===== src/sv/scroll_acceleration_macros.svh =====
// Assertion helpers for the scroll acceleration block.
`ifndef SCROLL_ACCELERATION_MACROS_SVH
`define SCROLL_ACCELERATION_MACROS_SVH

// Same-cycle implication, sampled on the rising clock edge.
`define SA_ASSERT_IMP(lbl, clk_s, rst_s, ante, cons) \
  lbl: assert property (@(posedge clk_s) disable iff (rst_s) (ante) |-> (cons)) \
    else $error("scroll_acceleration: check failed");

// Next-cycle implication, sampled on the rising clock edge.
`define SA_ASSERT_NXT(lbl, clk_s, rst_s, ante, cons) \
  lbl: assert property (@(posedge clk_s) disable iff (rst_s) (ante) |=> (cons)) \
    else $error("scroll_acceleration: check failed");

`endif


===== src/sv/sa_pkg.sv =====
package sa_pkg;

  localparam int HISTORY_DEPTH_DEF = 16;

  // Fixed-point one in Q.16.
  localparam logic [31:0] ONE_Q16 = 32'd65536;

  // Gain saturation limit, 2^39.
  localparam logic signed [40:0] M_POS = 41'sd549755813888;
  localparam logic signed [40:0] M_NEG = -41'sd549755813888;

  localparam logic signed [23:0] OUT_MAX = 24'sh7FFFFF;
  localparam logic signed [23:0] OUT_MIN = 24'sh800000;

  localparam int ADDR_W = 5;

  typedef enum logic [2:0] {
    REG_CLEAR_MS   = 3'd0,
    REG_EVENT_MS   = 3'd1,
    REG_COEFF_SQ   = 3'd2,
    REG_COEFF_LIN  = 3'd3,
    REG_COEFF_CON  = 3'd4,
    REG_MIN_GAIN   = 3'd5,
    REG_RATE_SCALE = 3'd6,
    REG_NONE       = 3'd7
  } reg_idx_t;

  localparam logic [15:0] RST_CLEAR_MS   = 16'd200;
  localparam logic [15:0] RST_EVENT_MS   = 16'd20;
  localparam logic [23:0] RST_COEFF_SQ   = 24'd65;
  localparam logic [23:0] RST_COEFF_LIN  = 24'd6554;
  localparam logic [23:0] RST_COEFF_CON  = 24'd131072;
  localparam logic [23:0] RST_MIN_GAIN   = 24'd65536;
  localparam logic [15:0] RST_RATE_SCALE = 16'd4096;

  typedef struct packed {
    logic [15:0] clear_ms;
    logic [15:0] event_ms;
    logic [23:0] coeff_square;
    logic [23:0] coeff_linear;
    logic [23:0] coeff_constant;
    logic [23:0] min_gain;
    logic [15:0] rate_scale;
  } cfg_t;

  typedef enum logic [4:0] {
    ST_IDLE, ST_CHECK, ST_RD, ST_ACC,
    ST_DXS, ST_DXW, ST_DYS, ST_DYW, ST_DTS, ST_DTW,
    ST_T, ST_SQ, ST_B, ST_A1, ST_A2, ST_M0, ST_M,
    ST_GX, ST_GY, ST_OX, ST_OY, ST_DONE, ST_ZERO
  } state_t;

  typedef enum logic [3:0] {
    OP_NONE, OP_T, OP_SQ, OP_B, OP_A1, OP_A2, OP_M0, OP_M,
    OP_GX, OP_GY, OP_OX, OP_OY
  } op_t;

  typedef enum logic [1:0] {
    DS_X, DS_Y, DS_T
  } dsel_t;

  typedef struct packed {
    logic  in_ready;
    logic  store;
    logic  walk_init;
    logic  rd;
    logic  acc;
    logic  div_start;
    logic  div_cap;
    dsel_t dsel;
    op_t   op;
    logic  out_load;
    logic  out_zero;
  } cmd_t;

  typedef struct packed {
    logic ring_empty;
    logic walk_last;
    logic div_busy;
    logic out_busy;
  } sts_t;

endpackage


===== src/sv/sa_ctrl.sv =====
module sa_ctrl (
  input  logic          clk,
  input  logic          rst,
  input  logic          in_valid,
  input  sa_pkg::sts_t  sts,
  output sa_pkg::cmd_t  cmd
);

  sa_pkg::state_t state, state_next;

  always_ff @(posedge clk) begin
    if (rst) begin
      state <= sa_pkg::ST_IDLE;
    end else begin
      state <= state_next;
    end
  end

  always_comb begin
    state_next = state;
    unique case (state)
      sa_pkg::ST_IDLE:  if (in_valid) state_next = sa_pkg::ST_CHECK;
      sa_pkg::ST_CHECK: state_next = sts.ring_empty ? sa_pkg::ST_ZERO : sa_pkg::ST_RD;
      sa_pkg::ST_RD:    state_next = sa_pkg::ST_ACC;
      sa_pkg::ST_ACC:   state_next = sts.walk_last ? sa_pkg::ST_DXS : sa_pkg::ST_RD;
      sa_pkg::ST_DXS:   state_next = sa_pkg::ST_DXW;
      sa_pkg::ST_DXW:   if (!sts.div_busy) state_next = sa_pkg::ST_DYS;
      sa_pkg::ST_DYS:   state_next = sa_pkg::ST_DYW;
      sa_pkg::ST_DYW:   if (!sts.div_busy) state_next = sa_pkg::ST_DTS;
      sa_pkg::ST_DTS:   state_next = sa_pkg::ST_DTW;
      sa_pkg::ST_DTW:   if (!sts.div_busy) state_next = sa_pkg::ST_T;
      sa_pkg::ST_T:     state_next = sa_pkg::ST_SQ;
      sa_pkg::ST_SQ:    state_next = sa_pkg::ST_B;
      sa_pkg::ST_B:     state_next = sa_pkg::ST_A1;
      sa_pkg::ST_A1:    state_next = sa_pkg::ST_A2;
      sa_pkg::ST_A2:    state_next = sa_pkg::ST_M0;
      sa_pkg::ST_M0:    state_next = sa_pkg::ST_M;
      sa_pkg::ST_M:     state_next = sa_pkg::ST_GX;
      sa_pkg::ST_GX:    state_next = sa_pkg::ST_GY;
      sa_pkg::ST_GY:    state_next = sa_pkg::ST_OX;
      sa_pkg::ST_OX:    state_next = sa_pkg::ST_OY;
      sa_pkg::ST_OY:    state_next = sa_pkg::ST_DONE;
      sa_pkg::ST_DONE:  if (!sts.out_busy) state_next = sa_pkg::ST_IDLE;
      sa_pkg::ST_ZERO:  if (!sts.out_busy) state_next = sa_pkg::ST_IDLE;
      default:          state_next = sa_pkg::ST_IDLE;
    endcase
  end

  always_comb begin
    cmd      = '0;
    cmd.dsel = sa_pkg::DS_X;
    cmd.op   = sa_pkg::OP_NONE;
    unique case (state)
      sa_pkg::ST_IDLE: begin
        cmd.in_ready = 1'b1;
        cmd.store    = in_valid;
      end
      sa_pkg::ST_CHECK: cmd.walk_init = !sts.ring_empty;
      sa_pkg::ST_RD:    cmd.rd = 1'b1;
      sa_pkg::ST_ACC:   cmd.acc = 1'b1;
      sa_pkg::ST_DXS:   cmd.div_start = 1'b1;
      sa_pkg::ST_DXW:   cmd.div_cap = !sts.div_busy;
      sa_pkg::ST_DYS: begin
        cmd.div_start = 1'b1;
        cmd.dsel      = sa_pkg::DS_Y;
      end
      sa_pkg::ST_DYW: begin
        cmd.div_cap = !sts.div_busy;
        cmd.dsel    = sa_pkg::DS_Y;
      end
      sa_pkg::ST_DTS: begin
        cmd.div_start = 1'b1;
        cmd.dsel      = sa_pkg::DS_T;
      end
      sa_pkg::ST_DTW: begin
        cmd.div_cap = !sts.div_busy;
        cmd.dsel    = sa_pkg::DS_T;
      end
      sa_pkg::ST_T:     cmd.op = sa_pkg::OP_T;
      sa_pkg::ST_SQ:    cmd.op = sa_pkg::OP_SQ;
      sa_pkg::ST_B:     cmd.op = sa_pkg::OP_B;
      sa_pkg::ST_A1:    cmd.op = sa_pkg::OP_A1;
      sa_pkg::ST_A2:    cmd.op = sa_pkg::OP_A2;
      sa_pkg::ST_M0:    cmd.op = sa_pkg::OP_M0;
      sa_pkg::ST_M:     cmd.op = sa_pkg::OP_M;
      sa_pkg::ST_GX:    cmd.op = sa_pkg::OP_GX;
      sa_pkg::ST_GY:    cmd.op = sa_pkg::OP_GY;
      sa_pkg::ST_OX:    cmd.op = sa_pkg::OP_OX;
      sa_pkg::ST_OY:    cmd.op = sa_pkg::OP_OY;
      sa_pkg::ST_DONE:  cmd.out_load = !sts.out_busy;
      sa_pkg::ST_ZERO: begin
        cmd.out_load = !sts.out_busy;
        cmd.out_zero = 1'b1;
      end
      default: cmd.op = sa_pkg::OP_NONE;
    endcase
  end

endmodule


===== config.mk =====
export PLATFORM = sky130hd
export DESIGN_NAME = sa_ctrl
export DESIGN_NICKNAME = d
export VERILOG_FILES = /design/src/sv/scroll_acceleration_macros.svh /design/src/sv/sa_pkg.sv /design/src/sv/sa_ctrl.sv
export SDC_FILE = /design/constraint.sdc
export NUM_CORES = 1
export LEC_CHECK = 0
export BUFFER_PORTS_ARGS = -buffer_cell sky130_fd_sc_hd__buf_2
export CAP_MARGIN = 20
export CELL_PAD_IN_SITES_DETAIL_PLACEMENT = 1
export CELL_PAD_IN_SITES_GLOBAL_PLACEMENT = 2
export CORE_ASPECT_RATIO = 1.4
export CORE_MARGIN = 5
export CORE_UTILIZATION = 22
export DETAILED_ROUTE_END_ITERATION = 12
export GPL_ROUTABILITY_DRIVEN = 0
export PLACE_DENSITY_LB_ADDON = 0.05
export SETUP_SLACK_MARGIN = 0.4
export SKIP_CTS_REPAIR_TIMING = 1
export SYNTH_ARGS = -nofsm -noshare
export SYNTH_HDL_FRONTEND = slang
export SYNTH_SLANG_ARGS = --single-unit

===== constraint.sdc =====
create_clock -name clk -period 1.4 [get_ports clk]
set_input_delay 0.07 -clock clk [delete_from_list [all_inputs] [get_ports clk]]
set_output_delay 0.07 -clock clk [all_outputs]
set_load 0.01 [all_outputs]

[After elaboration in Yosys (flattened, before gate mapping)]
Index checks and enable logic that the tools add are counted.
Operators by class
  equal/unequal tests: 27
  multiplexer cells: 18
  reductions and logical operators: 10
Operator list (count)
  $pmux W5 S22: 1
  $pmux W4 S11: 1
  $eq A5 B4 Y1 const B: 8
  $eq A5 B5 Y1 const B: 7
  $mux W5: 6
  $eq A5 B3 Y1 const B: 4
  $eq A5 B2 Y1 const B: 2
  $ne A2 B2 Y1 const B: 5
  $mux W1: 7
  $reduce_or A2 Y1: 3
  $reduce_or A3 Y1: 2
  $eq A5 B1 Y1 const B: 1
  $logic_not A5 Y1: 1
  $reduce_and A5 Y1: 1
  $pmux W2 S2: 1
  $logic_not A1 Y1: 3
  $mux W3: 1
  $mux W2: 1
Storage, ports and cells
  bits in registers: 5
  input bits: 7
  output and inout port bits: 15
  logic and storage cells: 56

[Longest topological paths before layout]
  depth in word-level cells: 4
  mapped depth: 7
  depth with buffers taken out: 5

[Least setup slack after synthesis]
Ideal clock, no wire load.
  path kind: flip-flop to flip-flop
  from: reg state[3]
  to: reg state[3]
  data arrival time: 1.441 ns
  data required time: 1.283 ns
  path slack: -0.158 ns
  stages on the path, launching flop included: 6
  path through: dfxtp_1 > nor2b_2 > a22o_1 > a311oi_4 > o21ai_1 > a32o_1
On the way
  cells in the longest elaborated chain, start to end: 4
  elaborated cells between the ends (all ways): 31
Ends and longest elaborated chain
  start: declaration: RTL line sa_ctrl.sv:9  | sa_pkg::state_t state, state_next;
  start signal: assignment: RTL line sa_ctrl.sv:13  | state <= sa_pkg::ST_IDLE;
  start signal: assignment: RTL line sa_ctrl.sv:15  | state <= state_next;
  $eq A5 B5 Y1: RTL line sa_ctrl.sv:21  | unique case (state)
  $reduce_or A2 Y1 (no line)
  $ne A2 B2 Y1 (no line)
  $reduce_and A5 Y1 (no line)
Parallel ways exist; a longest one is shown, timed or not.
A chain may end at the register's enable or synchronous reset.

[Worst setup path in the final report]
  from: reg state[2]
  to: reg state[0]
Same word-level chain as after synthesis.

==> reports/results.ini <==
[status]
status = complete, but fails checks
failed_checks = setup timing

[yosys]
synth-edff-count = 0
synth_cell_types = 39
synth_top_cell_by_area = dfxtp_1
synth-main-ff-cell = dfxtp_1
yosys-top-cells-area = dfxtp_1 (16%), nor2_1 (11%), nor2b_1 (5.0%)
syn_avg_cell_area_sq_um = 6.713
yosysTopAreaCellShare_pct = 16.03
ys_async_sr_fraction_pct = 0
yosysMostFrequentCell = nor2_1
syn_nets = 100
ys_warn_count = 0
ys_ff_latch = 5
postSynthCellCount = 93
synth_seq_area_share_pct = 16.03
netlist_area_sq_um = 624.3
synth_commonest_cells = nor2_1 (18), o21ai_0 (6)

[floorplan]
num_rows = 23
die_area_sq_um = 4018
initial_utilization_pct = 22.37
die_y_um = 73.03
core_area_sq_um = 2791
die_x_um = 55.03
num_io_pins = 22

[detailed_routing]
firstDrtPassIters = 4
drc = 0
routed_wl_um = 3005
num_vias = 882
viasPerCell = 5.011
postRouteAntennaNets = 0
drtIter0Drc = 23
wl_per_cell_um = 17.07

[sta]
worst_pin_slew_ns = 0.3340
relSlewSlack_pct = 77.74
skew_ns = 0.001286
setup_viol = 8
rsz0062_at_grt = true
fmax_mhz = 623.2
fin_hold_ws_ns = 0.1117
fin_ws_ns = -0.2047
slew_violations = 0
hold_violations = 0
period_share_pct = 114.6
min_period_ns = 1.605

[grt]
grt_pass1_vias = 881
antenna_found_initial = 0
grt_first_pass_wirelength_um = 4395
overflow = 0
track_usage_pct = 14.92
grt_max_degree = 21

[finish]
fillers = 352
diodes = 0
largest_reg_flops = 5
drive_gt1_share_pct = 62.59
nNetsFinal = 147
reg_top3 = state (5)
top_register = state
syn_to_final_growth_pct = 97.19

[cts]
clk_pin_slew_worst_paths_ns = 0.04
cts.sinks = 5
cts_tree = yes
htreeDepth = 1
cts_buffers = 3
clock_latency_ns = 0.22
ctsRootBufferMaster = clkbuf_8
clock_path_buffers = 2

[setup_path]
crit_path_end_kind = flip-flop
crit_slowest_cell = dfxtp_4
cp_max_fo = 5
path_buf_inv = 2
slowest_delay_ns = 0.37
cp.arrival_ns = 1.74
start_kind = flip-flop
worstSetupPathType = flip-flop to flip-flop
worstPathRequired_ns = 1.53
path_cells = or2_4, nor4b_4, buf_4, buf_6, nor2_4, a211oi_2
critical-path-top-delay-family = simple AND/OR/NAND/NOR gates

[run]
drv_cap = 0

[power]
pwr_density_cell_nw_per_um2 = 1662
p_leak_nw = 0.5533
total_power_mw = 2.047
peakVddDrop_mv = 0.8478

[placed_design]
io_buffers = 21
dp.final_hpwl_um = 2159

[min_path]
min_path_type = primary input to flip-flop

## cells in the final DEF, fill, tap and decap left out, drive strengths merged, types with 3 or more instances in the layout
master	count
buf	48
nor2b	6
nand2b	3
nor2	18
inv	3
dfxtp	5
nand2	5
o21ai	8
clkbuf	5
a21oi	5
nor3	5
## per-stage QoR
step           TNS [ns]  area, sq um  utilization, %  setup slack, ns  instances
6_report         -1.283         1231           44.11          -0.2047        176
5_1_grt          -1.888         1231           44.11          -0.2420        176
4_1_cts         -0.8534        993.5           35.59          -0.1400        168
3_5_place_dp    -0.3395        948.4           33.98          -0.1294        164
3_3_place_gp    -0.2035        948.4           33.98          -0.1099        164
2_1_floorplan  -0.06636        721.9               -         -0.05207         93
## where the power goes
part,switching (mW),total [mW],internal (mW)
logic,0.713,1.50,0.785
clock network,0.0690,0.264,0.195
registers,0.0859,0.284,0.198
## worst register-to-register path, cell delays in order (launching register included)
cell	delay [ns]
dfxtp_4	0.37
or2_4	0.27
nor4b_4	0.37
buf_4	0.18
buf_6	0.10
nor2_4	0.04
a211oi_2	0.20
## worst paths after layout
kind	start	end	slack, ns	cells past startpoint
worst max-delay path	state[2]	state[0]	-0.20	6
worst min-delay path	rst	state[2]	0.11	2
worst max register to register	state[2]	state[0]	-0.20	6
worst min register to register	state[2]	state[2]	0.70	3
## logic make-up (layout without fill, tap and decap cells)
group                    Yosys count  count (layout)  share of synthesized area (%)
flip-flops                         5               5                          16.03
AO/OA/AOI/OAI                     25              25                          28.26
AND/OR/NAND/NOR                   50              50                          44.89
XOR/XNOR                           1               1                          1.403
buffers and inverters             10              56                          6.211
multiplexers                       1               1                          1.603
adder cells (fa/ha/maj)            1               1                          1.603
## final cells by class
type	instances	area, sq um	area share [%]
Multi-Input combinational cell	78	620.6	50.41
Timing Repair Buffer	49	389.1	31.61
Sequential cell	5	118.9	9.654
Tap cell	37	46.29	3.760
Clock buffer	4	45.04	3.659
Inverter	3	11.26	0.9146
## routing by layer
layer,vias up,track usage (%),part of all wire [%]
li1,426,-,-
met1,436,18.94,41
met2,18,25.66,55
met3,2,1.840,3.2
met4,0,4.054,0.40
met5,-,0,0
No activity file was read; power rests on OpenSTA's default activity.
